<file path="src/sv/bba_ram.sv">
// ----------------------------------------------------------------------------
// bba_ram
// Generic simple dual-port RAM: one write port, one read port, read data
// registered.
// ----------------------------------------------------------------------------
module bba_ram #(
	parameter int WIDTH = 8,
	parameter int DEPTH = 256
) (
	input  logic                     clk,
	input  logic                     we,
	input  logic [$clog2(DEPTH)-1:0] waddr,
	input  logic [WIDTH-1:0]         wdata,
	input  logic                     re,
	input  logic [$clog2(DEPTH)-1:0] raddr,
	output logic [WIDTH-1:0]         rdata
);

	logic [WIDTH-1:0] mem [DEPTH];

	// write port
	always_ff @(posedge clk) begin
		if (we) begin
			mem[waddr] <= wdata;
		end
	end

	// registered read port
	always_ff @(posedge clk) begin
		if (re) begin
			rdata <= mem[raddr];
		end
	end

endmodule

</file>
<file path="config.mk">
export PLATFORM = sky130hd
export DESIGN_NAME = bba_ram
export DESIGN_NICKNAME = d
export VERILOG_FILES = /design/src/sv/bba_ram.sv
export SDC_FILE = /design/constraint.sdc
export NUM_CORES = 2
export LEC_CHECK = 0
export ABC_AREA = 1
export BUFFER_PORTS_ARGS = -buffer_cell sky130_fd_sc_hd__buf_2
export CORE_ASPECT_RATIO = 0.6
export CORE_MARGIN = 3
export CORE_UTILIZATION = 30
export CTS_BUF_LIST = sky130_fd_sc_hd__clkbuf_8
export CTS_CLUSTER_SIZE = 14
export DETAILED_ROUTE_END_ITERATION = 10
export PLACE_DENSITY_LB_ADDON = 0.12
export RECOVER_POWER = 25
export SLEW_MARGIN = 20
export SYNTH_ARGS = -nofsm -noshare
export SYNTH_HDL_FRONTEND = slang
export SYNTH_SLANG_ARGS = --single-unit
</file>
<file path="constraint.sdc">
create_clock -name clk -period 2 [get_ports clk]
set_clock_uncertainty 0.15 [all_clocks]
set_input_delay 0.2 -clock clk [delete_from_list [all_inputs] [get_ports clk]]
set_output_delay 0.2 -clock clk [all_outputs]
set_load 0.1 [all_outputs]
</file>
==> impl_metrics.yaml <==
clocking:
  cts_sinks: 2056
  clockRootBuffer: "clkbuf_8"
  htree_num_levels: 5
  numCtsBuffers: 320
  cts_tree: "yes"
  clk_pin_slew_ns: 0.07
  ctsLongestPathBuffers: 4
  clk_latency_ns: 0.97
  post_cts_buffers: 0
power_and_ir_drop:
  power_leakage_nw: 36.48
  cellPowerDensity_nw_per_um2: 862.2
  power_frac_seq_pct: 54.3
  p_clk_share_pct: 37.1
  vdd_drop_max_uv: 463.9
  p_sw_share_pct: 25.47
  combPwrFrac_pct: 8.5
  power.total_mw: 87.59
  p_sw_mw: 22.31
  p_int_mw: 65.28
timing:
  min_period_over_period_pct: 114.3
  slew_headroom_pct: -32.74
  fmax_mhz: 437.6
  layout_min_cycle_time_ns: 2.285
  tightest_slew_ns: 1.991
  slew_violations: 52
  rsz0062_at_grt: "true"
  final-hold-violation-count: 0
  hold_ws_ns: 0.03424
  fin_setup_tns_ns: -25.91
  setup_viol: 353
  layout_setup_ws_ns: -0.2850
final_layout:
  final_common_cell: "nand2_1"
  final_cell_mix: "2091 x nand2_1, 2056 x edfxtp_1, 1791 x nand3_1"
  final_nets: 7766
  drive_gt1_share_pct: 18.71
  area_growth_syn_to_layout_pct: 21.69
  final_util_pct: 36.84
  fin_cells: 11670
placed_design:
  dp_hpwl_um: 190600
  port_buffers: 34
  place_congestion: 0.8278
  dp.cells: 11090
critical_path:
  cpPeakStageDelay_ns: 0.72
  critical_path.top_delay_family: "flip-flops"
  startpoint_type: "flip-flop"
  rr_worst_depth: 10
  r2r-end: "rdata[7]"
  crit_chain: "buf_12"
  worstPathArrival_ns: 1.94
  cp_max_fo: 1
  cp_slowest_cell: "edfxtp_1"
  r2r_setup_slack_ns: 0.01
  timing.rr.start: "mem[95][7]"
  crit_path_end_kind: "output port"
  cp.required_ns: 1.65
  worstSetupPathType: "reg2out"
  cp_num_buf_inv: 1
grt:
  grt_pass1_vias: 55949
  gr-total-overflow: 0
  grt_pass1_wl_um: 419300
  antenna_found_initial: 18
  gr-usage-all-layers_pct: 20.17
  grt_max_degree: 79
detailed_routing:
  m1WireLength_um: 147300
  vias: 57868
  routed.top_layer: "met4"
  dr_wl_met2_um: 119500
  wl_per_cell_um: 25.18
  drt_iter0_markers: 6964
  via_per_inst: 4.959
  route.met3.wl_um: 21280
  dr.pass1.iters: 5
  totalWireLength_um: 293900
  antenna_left: 0
  drc: 0
floorplanning:
  io_pins: 35
  rows: 149
  initial_core_util_pct: 30.27
  die_x_um: 687.0
  die_h_um: 414.6
  fp.dieArea_um2: 284800
  fp.coreArea_um2: 275700
yosys:
  yosysWarnings: 0
  synthTopCellsByArea: "edfxtp_1 74%, nand3_1 12%, nand2_1 9.5%"
  yosysTopAreaCellShare_pct: 73.96
  synthCells: 7003
  syn_avg_cell_area_um2: 11.92
  synth.net_count: 7030
  yosys.area.top_type: "edfxtp_1"
  syn_area_um2: 83480
  yosysSeqAreaShare_pct: 73.96
  yosysUniqueCellTypes: 13
  ys_ff_latch: 2056
worst_hold_path:
  worstHoldStart: "waddr[0]"
  hold_path_end: "mem[172][2]"
  worstHoldPathType: "in2reg"
  holdPathStages: 7
outcome:
  outcome: "finished with violations"
  violations: "max-capacitance violations, max-slew violations, negative setup slack"
run:
  max_cap_viol_count: 2
-- sequential cells by signal, summed over array words and instances (netlist names) --
signal,flops
mem,2048
rdata,8
-- layout make-up --
class	count	area (um2)
Sequential cell	2056	61740
Timing Repair Buffer	897	8786
Antenna cell	8	20.02
Tap cell	3699	4628
Clock buffer	331	4556
Inverter	39	180.2
Clock inverter	215	927.1
Fill cell	26877	174100
Multi-Input combinational cell	4425	20750
-- per-layer routing --
metal,GRT usage [%],vias to the layer above
met5,0,-
met1,32.55,29074
met4,4.310,0
li1,-,26378
met2,27.89,2042
met3,3.290,374
-- power groups by stage --
stage               clock [mW]  combinational, mW  sequential [mW]
floorplan                    0               2.93             48.6
global placement             0               7.13             48.5
detailed placement           0               7.10             48.5
CTS                       33.5               7.37             47.6
global route              35.4               8.00             47.6
finish                    32.5               7.46             47.6
-- synth_stat cells --
master    instances
buf_1            40
buf_8             1
buf_2           268
inv_1            36
nor2_1          283
inv_2             2
clkbuf_1        112
inv_4             1
edfxtp_1       2056
nand3_1        2019
buf_6            16
nand2_1        2123
buf_4            46
-- worst max-delay path by stage --
stage                        start           to  slack [ns]  depth (start not counted)
after global routing      rdata[0]     rdata[0]       -0.36                          1
final                     rdata[0]     rdata[0]       -0.29                          1
after detailed placement  raddr[1]     rdata[6]       -1.17                         15
after CTS                 rdata[0]     rdata[0]       -0.44                          1
after floorplan                 we  mem[162][0]        0.16                          4
after global placement    raddr[1]     rdata[6]       -1.16                         15
-- cells by family after synthesis --
group                  count (synthesis)  synth area share (%)
DFF                                 2056                 73.96
and+or+nand+nor                     4425                 22.92
buffers and inverters                522                 3.116
-- timing repair --
item,4_1_cts,5_1_grt
setup endpoints to repair,16,386
hold buffers,28,2
gates resized for setup,149,194
hold endpoints to repair,2781,84
pin swaps,13,28
cloned,0,0
-- per-stage QoR --
| step | instance area [um2] | setup WS (ns) |
|---|---|---|
| after detailed placement | 94500 | -1.166 |
| final | 101600 | -0.2850 |
| after floorplan | 83480 | 0.1585 |
| after global placement | 94500 | -1.157 |
| after CTS | 101000 | -0.4427 |
| after global routing | 101600 | -0.3608 |
Power figures use the tool's default switching activity.
